File: src/rtl/atr_pkg.sv
// shared types and constants for the tape receiver
package atr_pkg;

  // pacing accumulator width
  localparam int unsigned ACC_W = 24;

  // widths of the configuration registers
  localparam int unsigned LEN_W   = 17;
  localparam int unsigned CPB_W   = 16;
  localparam int unsigned DELAY_W = 19;
  localparam int unsigned CFG_W   = 19;
  localparam int unsigned CFG_IDX_W = 2;

  // configuration register indexes
  localparam logic [CFG_IDX_W-1:0] CFG_TAPE_LENGTH       = 2'd0;
  localparam logic [CFG_IDX_W-1:0] CFG_BYTE_PERIOD       = 2'd1;
  localparam logic [CFG_IDX_W-1:0] CFG_MOTOR_START_DELAY = 2'd2;

  // configuration reset values
  localparam logic [LEN_W-1:0]   RST_TAPE_LENGTH       = 17'd0;
  localparam logic [CPB_W-1:0]   RST_BYTE_PERIOD       = 16'd1667;
  localparam logic [DELAY_W-1:0] RST_MOTOR_START_DELAY = 19'd400000;

  // item operations
  typedef enum logic [2:0] {
    OP_TICK        = 3'd0,
    OP_READ_STATUS = 3'd1,
    OP_READ_DATA   = 3'd2,
    OP_WRITE_CTRL  = 3'd3,
    OP_SET_MOTOR   = 3'd4,
    OP_LOAD_BYTE   = 3'd5
  } op_e;

  // interrupt event codes
  localparam logic [1:0] IRQ_NONE     = 2'd0;
  localparam logic [1:0] IRQ_DEASSERT = 2'd1;
  localparam logic [1:0] IRQ_ASSERT   = 2'd2;

  // status and control bits
  localparam logic [7:0] STAT_BASE    = 8'h02;
  localparam int unsigned STAT_RX_FULL_BIT = 0;
  localparam int unsigned STAT_NO_DCD_BIT  = 2;
  localparam int unsigned STAT_IRQ_BIT     = 7;
  localparam int unsigned CTRL_IRQ_EN_BIT  = 7;
  localparam logic [1:0] CTRL_MASTER_RESET = 2'b11;

  // one input transaction
  typedef struct packed {
    logic [2:0]  op;
    logic [9:0]  elapsed_cycles;
    logic [7:0]  value;
    logic [15:0] tape_addr;
  } in_item_t;

  // one result transaction
  typedef struct packed {
    logic [7:0] read_value;
    logic [1:0] irq_event;
  } out_item_t;

  // configuration register set
  typedef struct packed {
    logic [LEN_W-1:0]   tape_length;
    logic [CPB_W-1:0]   byte_period;
    logic [DELAY_W-1:0] motor_start_delay;
  } cfg_t;

  // tape store access strobes
  typedef struct packed {
    logic rd_en;
    logic wr_en;
  } mem_ctl_t;

endpackage

File: src/rtl/atr_ctrl.sv
// receiver state, pacing and register access decode
module atr_ctrl #(
  parameter int unsigned TAPE_DEPTH = 65536,
  parameter int unsigned AW         = $clog2(TAPE_DEPTH)
) (
  input  logic                 clk_i,
  input  logic                 rst_ni,
  input  logic                 fire_i,
  input  atr_pkg::in_item_t    item_i,
  input  atr_pkg::cfg_t        cfg_i,
  input  logic [7:0]           rd_data_i,
  output atr_pkg::out_item_t   res_o,
  output atr_pkg::mem_ctl_t    mem_ctl_o,
  output logic [AW-1:0]        rd_addr_o,
  output logic [AW-1:0]        wr_addr_o,
  output logic [7:0]           wr_data_o
);

  localparam int unsigned PW = AW + 1;
  localparam int unsigned CW = (PW > atr_pkg::LEN_W) ? PW : atr_pkg::LEN_W;

  logic                            rx_full_q, rx_full_d;
  logic                            rx_loaded_q, rx_loaded_d;
  logic                            irq_en_q, irq_en_d;
  logic                            motor_q, motor_d;
  logic                            running_q, running_d;
  logic signed [atr_pkg::ACC_W-1:0] pace_q, pace_d;
  logic [PW-1:0]                   pos_q, pos_d;

  logic                            before_end;
  logic                            addr_ok;
  logic signed [atr_pkg::ACC_W-1:0] sum;
  logic signed [atr_pkg::ACC_W-1:0] cpb_s;
  logic [7:0]                      rx_byte;
  logic [7:0]                      status;

  // tape end and load range checks
  assign before_end = (CW'(pos_q) < CW'(cfg_i.tape_length)) && (CW'(pos_q) < CW'(TAPE_DEPTH));
  assign addr_ok    = CW'(item_i.tape_addr) < CW'(TAPE_DEPTH);

  // pacing sum for a tick
  assign sum   = pace_q + $signed(atr_pkg::ACC_W'(item_i.elapsed_cycles));
  assign cpb_s = $signed(atr_pkg::ACC_W'(cfg_i.byte_period));

  // receive byte lives in the store read register once a byte has arrived
  assign rx_byte = rx_loaded_q ? rd_data_i : 8'h00;

  // status byte
  always_comb begin
    status = atr_pkg::STAT_BASE;
    status[atr_pkg::STAT_RX_FULL_BIT] = rx_full_q;
    status[atr_pkg::STAT_NO_DCD_BIT]  = ~motor_q;
    status[atr_pkg::STAT_IRQ_BIT]     = irq_en_q & rx_full_q;
  end

  // store addresses
  assign rd_addr_o = pos_q[AW-1:0];
  assign wr_addr_o = AW'(item_i.tape_addr);
  assign wr_data_o = item_i.value;

  // per-transaction state update
  always_comb begin
    rx_full_d   = rx_full_q;
    rx_loaded_d = rx_loaded_q;
    irq_en_d    = irq_en_q;
    motor_d     = motor_q;
    running_d   = running_q;
    pace_d      = pace_q;
    pos_d       = pos_q;
    res_o       = '{read_value: 8'h00, irq_event: atr_pkg::IRQ_NONE};
    mem_ctl_o   = '{rd_en: 1'b0, wr_en: 1'b0};
    if (fire_i) begin
      unique case (atr_pkg::op_e'(item_i.op))
        atr_pkg::OP_TICK: begin
          if (running_q && before_end && !rx_full_q) begin
            pace_d = sum;
            if (sum >= cpb_s) begin
              pace_d          = sum - cpb_s;
              pos_d           = pos_q + PW'(1);
              rx_full_d       = 1'b1;
              rx_loaded_d     = 1'b1;
              mem_ctl_o.rd_en = 1'b1;
              if (irq_en_q) begin
                res_o.irq_event = atr_pkg::IRQ_ASSERT;
              end
            end
          end
        end
        atr_pkg::OP_READ_STATUS: begin
          res_o.read_value = status;
        end
        atr_pkg::OP_READ_DATA: begin
          res_o.read_value = rx_byte;
          res_o.irq_event  = atr_pkg::IRQ_DEASSERT;
          rx_full_d        = 1'b0;
        end
        atr_pkg::OP_WRITE_CTRL: begin
          irq_en_d = item_i.value[atr_pkg::CTRL_IRQ_EN_BIT];
          if (item_i.value[1:0] == atr_pkg::CTRL_MASTER_RESET) begin
            rx_full_d       = 1'b0;
            res_o.irq_event = atr_pkg::IRQ_DEASSERT;
          end else if (!irq_en_q && item_i.value[atr_pkg::CTRL_IRQ_EN_BIT] && rx_full_q) begin
            res_o.irq_event = atr_pkg::IRQ_ASSERT;
          end
        end
        atr_pkg::OP_SET_MOTOR: begin
          if (item_i.value[0] != motor_q) begin
            motor_d = item_i.value[0];
            if (item_i.value[0]) begin
              pace_d    = -$signed(atr_pkg::ACC_W'(cfg_i.motor_start_delay));
              rx_full_d = 1'b0;
              running_d = 1'b1;
            end
          end
        end
        atr_pkg::OP_LOAD_BYTE: begin
          mem_ctl_o.wr_en = addr_ok;
        end
        default: begin
        end
      endcase
    end
  end

  // state registers
  always_ff @(posedge clk_i or negedge rst_ni) begin
    if (!rst_ni) begin
      rx_full_q   <= 1'b0;
      rx_loaded_q <= 1'b0;
      irq_en_q    <= 1'b0;
      motor_q     <= 1'b0;
      running_q   <= 1'b0;
      pace_q      <= '0;
      pos_q       <= '0;
    end else begin
      rx_full_q   <= rx_full_d;
      rx_loaded_q <= rx_loaded_d;
      irq_en_q    <= irq_en_d;
      motor_q     <= motor_d;
      running_q   <= running_d;
      pace_q      <= pace_d;
      pos_q       <= pos_d;
    end
  end

endmodule

File: config.mk
export PLATFORM = sky130hd
export DESIGN_NAME = atr_ctrl
export DESIGN_NICKNAME = d
export VERILOG_FILES = /design/src/rtl/atr_pkg.sv /design/src/rtl/atr_ctrl.sv
export SDC_FILE = /design/constraint.sdc
export NUM_CORES = 1
export LEC_CHECK = 0
export BUFFER_PORTS_ARGS = -buffer_cell sky130_fd_sc_hd__buf_2
export CAP_MARGIN = 15
export CORE_MARGIN = 2
export CORE_UTILIZATION = 30
export DETAILED_ROUTE_END_ITERATION = 8
export GPL_TIMING_DRIVEN = 0
export PLACE_DENSITY_LB_ADDON = 0.12
export SLEW_MARGIN = 0
export SYNTH_ARGS = -nofsm -noshare
export SYNTH_HDL_FRONTEND = slang
export SYNTH_SLANG_ARGS = --single-unit
File: constraint.sdc
create_clock -name clk_i -period 14.3 [get_ports clk_i]
set_clock_uncertainty 0.2 [all_clocks]
set_input_delay 2.86 -clock clk_i [delete_from_list [all_inputs] [get_ports clk_i]]
set_output_delay 2.86 -clock clk_i [all_outputs]
set_load 0.005 [all_outputs]
==> impl_metrics.env, run 1 <==
export IMPL_critical_path_class="in2out"
export IMPL_ctsLongestPathBuffers=2
export IMPL_fin_crit_ns=10.71
export IMPL_final_nets=951
export IMPL_wire_per_inst_um=17.0
export IMPL_leakage_nw=3.15
export IMPL_worst_slew_pin_slew_ns=1.02
export IMPL_grt_first_pass_wirelength_mm=27.5
export IMPL_yosysTopAreaCellShare=0.213
export IMPL_synth_area_top_cells="dfrtp_1, ha_1, buf_4, xnor2_1, xor2_1"
export IMPL_postSynth_asyncResetShare=1.00
export IMPL_synth_warnings=0
export IMPL_ir_worst_vdd_mv=0.0511
export IMPL_htree_levels=2
export IMPL_rsz0062_at_grt="no"
export IMPL_drtPass1Iterations=5
export IMPL_ios=152
export IMPL_die_w_um=138
export IMPL_critPathLaunchType="input pin"
export IMPL_portBuffers=128
export IMPL_wl_mm=17.5
export IMPL_met2_usage=0.305
export IMPL_cts_buffers=5
export IMPL_setup_viol=0
export IMPL_finalPower_mw=0.644
export IMPL_cp_data_arrival_time_ns=7.65
export IMPL_use_met1=0.235
export IMPL_status="finished clean"
export IMPL_drc=0
export IMPL_post_route_cells_drive_above_1_share=0.258
export IMPL_grt_usage=0.179
export IMPL_synth_edf_count=0
export IMPL_ys_flop_type="dfrtp_1"
export IMPL_clk_latency_ns=0.30
export IMPL_synth_nets=815
export IMPL_ys_seq_area_frac=0.213
export IMPL_p_per_area_mw_per_mm2=98.8
export IMPL_coreArea_sq_mm=0.0178
export IMPL_grt_start_max_net_pins=47
export IMPL_critPathRequiredTime_ns=11.24
export IMPL_synth_area_per_cell_sq_um=8.08
export IMPL_tns_ns=0
export IMPL_drt_iter0_drc=255
export IMPL_overflow=0
export IMPL_gp_congestion=0.909
export IMPL_syn_area_sq_mm=0.00540
export IMPL_fmaxAchievable_mhz=93.4
export IMPL_grt_pass1_vias=5222
export IMPL_hold_class="reg2reg"
export IMPL_cts_tree="yes"
export IMPL_post_cts_buffers=0
export IMPL_die_h_um=138
export IMPL_synth_area_leader_cell="dfrtp_1"
export IMPL_slew_viol_final=0
export IMPL_busiest_layer="met2"
export IMPL_slew_headroom=0.311
export IMPL_root_buffer="clkbuf_16"
export IMPL_clk_pin_slew_ns=0.07
export IMPL_synthCells=669
export IMPL_via_per_inst=5.23
export IMPL_ys_seq_elements=46
export IMPL_vias=5415
export IMPL_synth_cell_types=79
export IMPL_cts_resized=0
export IMPL_antenna_found_initial=0
export IMPL_num_antenna_cells=0
export IMPL_cp_end_kind="output pin"
export IMPL_fp_row_count=49
export IMPL_initial_utilization=0.303
export IMPL_min_period_over_period=0.749
export IMPL_finalHoldViolCount=0
export IMPL_clock_sinks=46
export IMPL_dp_final_hpwl_mm=14.1
export IMPL_use_met3=0.0301
export IMPL_cts_hold_buf=0
export IMPL_ant_nets=0
export IMPL_area_growth_pct=20.7
export IMPL_die_area_sq_mm=0.0191
export IMPL_cap_violations=0
export IMPL_cp_max_fo=10
[per-layer routing]
metal / vias to the layer above / share of wire
li1: 2661 / -
met1: 2558 / 0.46
met2: 178 / 0.47
met3: 18 / 0.054
met4: 0 / 0.020
met5: - / 0
[critical path, cell delays in order]
cell and delay [ns]:
buf_2 0.10, ha_1 0.22, fa_1 0.44, a211oi_1 0.29, o21bai_2 0.14, a41oi_2 0.42, buf_6 0.22, nor2_1 0.07
xnor2_1 0.15, ha_1 0.36, nand2_1 0.08, nor2_1 0.25, nand4_1 0.12, or4_1 0.56, and3_1 0.27, a41oi_2 0.26
nand2_1 0.27, o41ai_1 0.38, buf_2 0.17
[layout make-up]
cell class,count,area [sq um]
Fill cell,1932,11300
Multi-Input combinational cell,515,3670
Sequential cell,46,1150
Timing Repair Buffer,129,661
Buffer,61,410
Tap cell,229,287
Inverter,47,176
Clock buffer,5,125
Clock inverter,3,43.8
[registers in the layout (all words and copies together) (netlist names)]
signal,flops
motor_q,1
pos_q,17
rx_loaded_q,1
irq_en_q,1
pace_q,24
running_q,1
rx_full_q,1
[cells by family (layout without fill, tap and decap cells)]
family / Yosys count / after routing / synth area share
buffers and inverters: 108 / 245 / 0.109
DFF: 46 / 46 / 0.213
muxes: 13 / 13 / 0.0248
and+or+nand+nor: 234 / 234 / 0.226
AOI/OAI and AO/OA: 158 / 158 / 0.211
adders and majority gates: 46 / 46 / 0.109
xor gates and xnor gates: 64 / 64 / 0.107
[Yosys cell counts (5+ instances only)]
library cell	count
a211oi_1	9
a21o_1	14
a21oi_1	32
a31oi_1	12
and2_1	6
and3_1	16
and4_1	6
buf_4	42
clkbuf_1	15
dfrtp_1	46
ha_1	44
inv_1	46
mux2i_1	10
nand2_1	44
nand2b_1	9
nand3_1	28
nand4_1	9
nor2_1	54
nor2b_1	6
nor3_1	28
nor4_1	8
o211ai_1	9
o21ai_0	25
o21ai_1	5
o31ai_1	5
or3_1	5
xnor2_1	33
xor2_1	29
[metrics by stage]
stage               area [sq um]  worst slack (ns)  std cells  hold slack [ns]   util
floorplan                   5400              4.72        669            0.225      -
global placement            6330              3.60       1026            0.251  0.355
detailed placement          6330              3.63       1026            0.263  0.355
CTS                         6500              3.62       1034            0.283  0.364
global route                6520              3.33       1035            0.299  0.365
finish                      6520              3.59       1035            0.273  0.365
[final timing paths]
check                      startpoint     endpoint  slack (ns)  cells after the start
min in group asynchronous      rst_ni  rx_loaded_q        2.28                      1
min reg2reg                 running_q    running_q        0.27                      1
max in group asynchronous      rst_ni    pace_q[5]       11.09                      2
max reg2reg                 pace_q[0]     pos_q[1]        8.88                     18
max                        item_i[24]     res_o[1]        3.59                     19
min                         running_q    running_q        0.27                      1
[placed cells by master (no fill, tap or decap), types with 5 or more instances in the layout]
master     Yosys  final
buf_2          1    129
nor2_1        54     54
inv_1         46     46
dfrtp_1       46     46
nand2_1       44     44
ha_1          44     44
buf_4         42     42
xnor2_1       33     33
a21oi_1       32     32
xor2_1        29     29
nand3_1       28     28
nor3_1        28     28
o21ai_0       25     25
and3_1        16     16
clkbuf_1      15     15
a21o_1        14     14
a31oi_1       12     12
mux2i_1       10     10
a211oi_1       9      9
nand4_1        9      9
nand2b_1       9      9
o211ai_1       9      9
nor4_1         8      8
nor2b_1        6      6
and2_1         6      6
and4_1         6      6
o21ai_1        5      5
or3_1          5      5
o31ai_1        5      5
clkbuf_16      0      5
[power by group]
group | switching [mW] | total, mW | leakage, nW | internal (mW)
registers | 0.0164 | 0.161 | 0.556 | 0.145
logic | 0.200 | 0.341 | 2.51 | 0.140
clock network | 0.0592 | 0.142 | 0.0842 | 0.0831
total | 0.276 | 0.644 | 3.15 | 0.368
Power figures use the tool's default switching activity.
==> run 2: changes to the inputs <==
--- a/config.mk
+++ b/config.mk
@@ -5,6 +5,7 @@
 export SDC_FILE = /design/constraint.sdc
 export NUM_CORES = 1
 export LEC_CHECK = 0
+export ABC_AREA = 1
 export BUFFER_PORTS_ARGS = -buffer_cell sky130_fd_sc_hd__buf_2
 export CAP_MARGIN = 15
 export CORE_MARGIN = 2
==> constraint.sdc (replaced) <==
create_clock -name clk_i -period 9.6 [get_ports clk_i]
set_clock_uncertainty 0.2 [all_clocks]
set_input_delay 1.92 -clock clk_i [delete_from_list [all_inputs] [get_ports clk_i]]
set_output_delay 1.92 -clock clk_i [all_outputs]
set_load 0.005 [all_outputs]
==> run 2 against run 1 <==
Effect of this change: register-to-register slack worse by 3.7 ns; via count up 19%; sequential cell count unchanged; clock power up 32%; combinational power rose to 3.9 times the previous value; count of clock-buffer cells in the layout unchanged; first-iteration DRC count up 6.7%; cell count up 38%.
==> impl_metrics.env, run 2 <==
export IMPL_status="finished clean"
export IMPL_ir_worst_vdd_mv=0.181
export IMPL_worst_slew_pin_slew_ns=0.740
export IMPL_leakage_nw=4.14
export IMPL_final_common_cell="nand2_1"
export IMPL_synthSimpleGateAreaFrac=0.365
export IMPL_synth_area_per_cell_sq_um=6.07
export IMPL_synth_area_top_cells="dfrtp_1, nand2_1, inv_1, ha_1, nor2_1"
export IMPL_finalHoldViolCount=0
export IMPL_tns_ns=0
export IMPL_drc=0
export IMPL_grt_pass1_vias=6034
export IMPL_synth_nets=1165
export IMPL_synth_common_cells="nand2_1, inv_1, nor2_1, nand3_1, a21oi_1"
export IMPL_syn_area_sq_mm=0.00619
export IMPL_coreArea_sq_mm=0.0202
export IMPL_slew_headroom=0.507
export IMPL_critPathRequiredTime_ns=7.48
export IMPL_critPathLaunchType="input pin"
export IMPL_cts_hold_buf=0
export IMPL_setup_ws_ns=1.96
export IMPL_ys_flop_type="dfrtp_1"
export IMPL_wire_per_inst_um=13.2
export IMPL_yosys_area_share_xor_xnor=0.0651
export IMPL_yosysTopAreaCellShare=0.186
export IMPL_synthCells=1019
export IMPL_grt_usage=0.174
export IMPL_seq_power_share=0.175
export IMPL_grt_first_pass_wirelength_mm=30.7
export IMPL_overflow=0
export IMPL_clock_power_share=0.101
export IMPL_internal_power_mw=0.841
export IMPL_min_period_over_period=0.796
export IMPL_clock_sinks=46
export IMPL_ios=152
export IMPL_fin_crit_ns=7.64
export IMPL_area_growth_pct=18.7
export IMPL_cp_max_fo=10
export IMPL_num_antenna_cells=0
export IMPL_synth_top_family_by_area="simple AND/OR/NAND/NOR gates"
export IMPL_cts_resized=0
export IMPL_cts_tree="yes"
export IMPL_root_buffer="clkbuf_16"
export IMPL_vias=6465
export IMPL_cp_end_kind="output pin"
export IMPL_hold_class="reg2reg"
export IMPL_gp_congestion=0.837
export IMPL_dp_final_hpwl_mm=16.0
export IMPL_switching_power_mw=1.01
export IMPL_rsz0062_at_grt="no"
export IMPL_synth_edf_count=0
export IMPL_synth_warnings=0
export IMPL_die_area_sq_mm=0.0218
export IMPL_die_h_um=148
export IMPL_grt_start_max_net_pins=30
export IMPL_synth_adder_area_share=0.0954
export IMPL_n_fill_cell=2307
export IMPL_ys_seq_area_frac=0.186
export IMPL_final_nets=1303
export IMPL_muxShareOfSynthArea=0
export IMPL_antenna_found_initial=0
export IMPL_pre_cts_ws_ns=1.89
export IMPL_portBuffers=130
export IMPL_post_route_cells_drive_above_1_share=0.191
export IMPL_ys_seq_elements=46
export IMPL_die_w_um=148
export IMPL_p_per_area_mw_per_mm2=251
export IMPL_fmaxAchievable_mhz=131
export IMPL_clk_pin_slew_ns=0.07
export IMPL_largest_reg_flops=24
export IMPL_postSynth_asyncResetShare=1.00
export IMPL_synth_compound_area_frac=0.126
export IMPL_yosysMostFrequentCell="nand2_1"
export IMPL_fp_row_count=52
export IMPL_regMostFlops="pace_q"
export IMPL_wl_mm=18.9
export IMPL_p_comb_frac=0.724
export IMPL_ant_nets=0
export IMPL_htree_levels=2
export IMPL_ctsLongestPathBuffers=2
export IMPL_layout_common_cells="nand2_1, inv_1, buf_2, nor2_1, nand3_1"
export IMPL_p_sw_frac=0.545
export IMPL_synth_cell_types=44
export IMPL_post_cts_buffers=0
export IMPL_cap_violations=0
export IMPL_drtPass1Iterations=7
export IMPL_synth_area_leader_cell="dfrtp_1"
export IMPL_cp_data_arrival_time_ns=5.52
export IMPL_top_regs="pace_q: 24 flops, pos_q: 17 flops"
export IMPL_drt_iter0_drc=272
export IMPL_cts_buffers=5
export IMPL_setup_viol=0
export IMPL_via_per_inst=4.53
export IMPL_initial_utilization=0.306
export IMPL_critical_path_class="in2out"
export IMPL_slew_viol_final=0
export IMPL_clk_latency_ns=0.30
## run 2: power by group through the flow
stage                     sequential, mW  combinational, mW  clock (mW)
after global routing               0.331               1.52       0.198
after floorplan                    0.299              0.996           0
after detailed placement           0.322               1.33           0
after CTS                          0.321               1.34       0.192
final                              0.323               1.34       0.187
after global placement             0.325               1.33           0
## run 2: path summary, 6_finish.rpt
path | startpoint | end | slack (ns) | depth (start not counted)
hold reg to reg | running_q | running_q | 0.31 | 1
setup / recovery | item_i[24] | mem_ctl_o[1] | 1.96 | 23
max in group asynchronous | rst_ni | pace_q[21] | 7.27 | 2
min in group asynchronous | rst_ni | pace_q[12] | 1.38 | 1
hold / removal | running_q | running_q | 0.31 | 1
setup reg to reg | pace_q[0] | pace_q[8] | 5.18 | 22
## run 2: cells by family (layout without fill, tap and decap cells)
family                     after synthesis  after routing
and+or+nand+nor                        530            530
buffers and inverters                  217            356
AOI/OAI and AO/OA                      134            134
adders and majority gates               46             46
xor gates and xnor gates                46             46
DFF                                     46             46
## run 2: area by class of cell
cell class | count | area, sq um | area share
plain buffers | 56 | 398 | 0.0542
multi-input cells | 756 | 4040 | 0.549
inverters | 161 | 604 | 0.0823
repair buffers | 131 | 671 | 0.0913
flip-flops and latches | 46 | 1150 | 0.157
clock inverters | 3 | 23.8 | 0.00324
clock buffers | 5 | 125 | 0.0170
well taps | 270 | 338 | 0.0460
## run 2: critical path, stage by stage
cell and delay (ns):
buf_2 0.10, ha_1 0.23, fa_1 0.45, nand2_1 0.09, nand2_1 0.08, and2_1 0.18, nand2_1 0.09, nand3_2 0.11
xor2_1 0.28, inv_1 0.08, ha_1 0.34, nand2_1 0.10, nor2_1 0.05, and3_1 0.16, a21oi_1 0.31, nand3_2 0.15
nor2_4 0.15, nand2_2 0.06, nand2_2 0.07, buf_6 0.15, buf_8 0.16, nor4_1 0.06, buf_2 0.13
## run 2: metal layers
| layer | vias to the layer above | GRT usage | share of wire |
|---|---|---|---|
| met3 | 14 | 0.0148 | 0.045 |
| met5 | - | 0 | 0 |
| met1 | 2852 | 0.259 | 0.52 |
| li1 | 3453 | - | - |
| met4 | 0 | 0.0351 | 0.011 |
| met2 | 146 | 0.276 | 0.43 |
## run 2: metrics by stage
step | instances | cell area, sq um | util | hold slack (ns) | power [mW]
detailed placement | 1420 | 7200 | 0.356 | 0.283 | 1.65
global route | 1428 | 7350 | 0.363 | 0.336 | 2.05
global placement | 1419 | 7180 | 0.355 | 0.302 | 1.65
floorplan | 1019 | 6190 | - | 0.244 | 1.30
CTS | 1428 | 7350 | 0.363 | 0.309 | 1.85
finish | 1428 | 7350 | 0.363 | 0.310 | 1.85
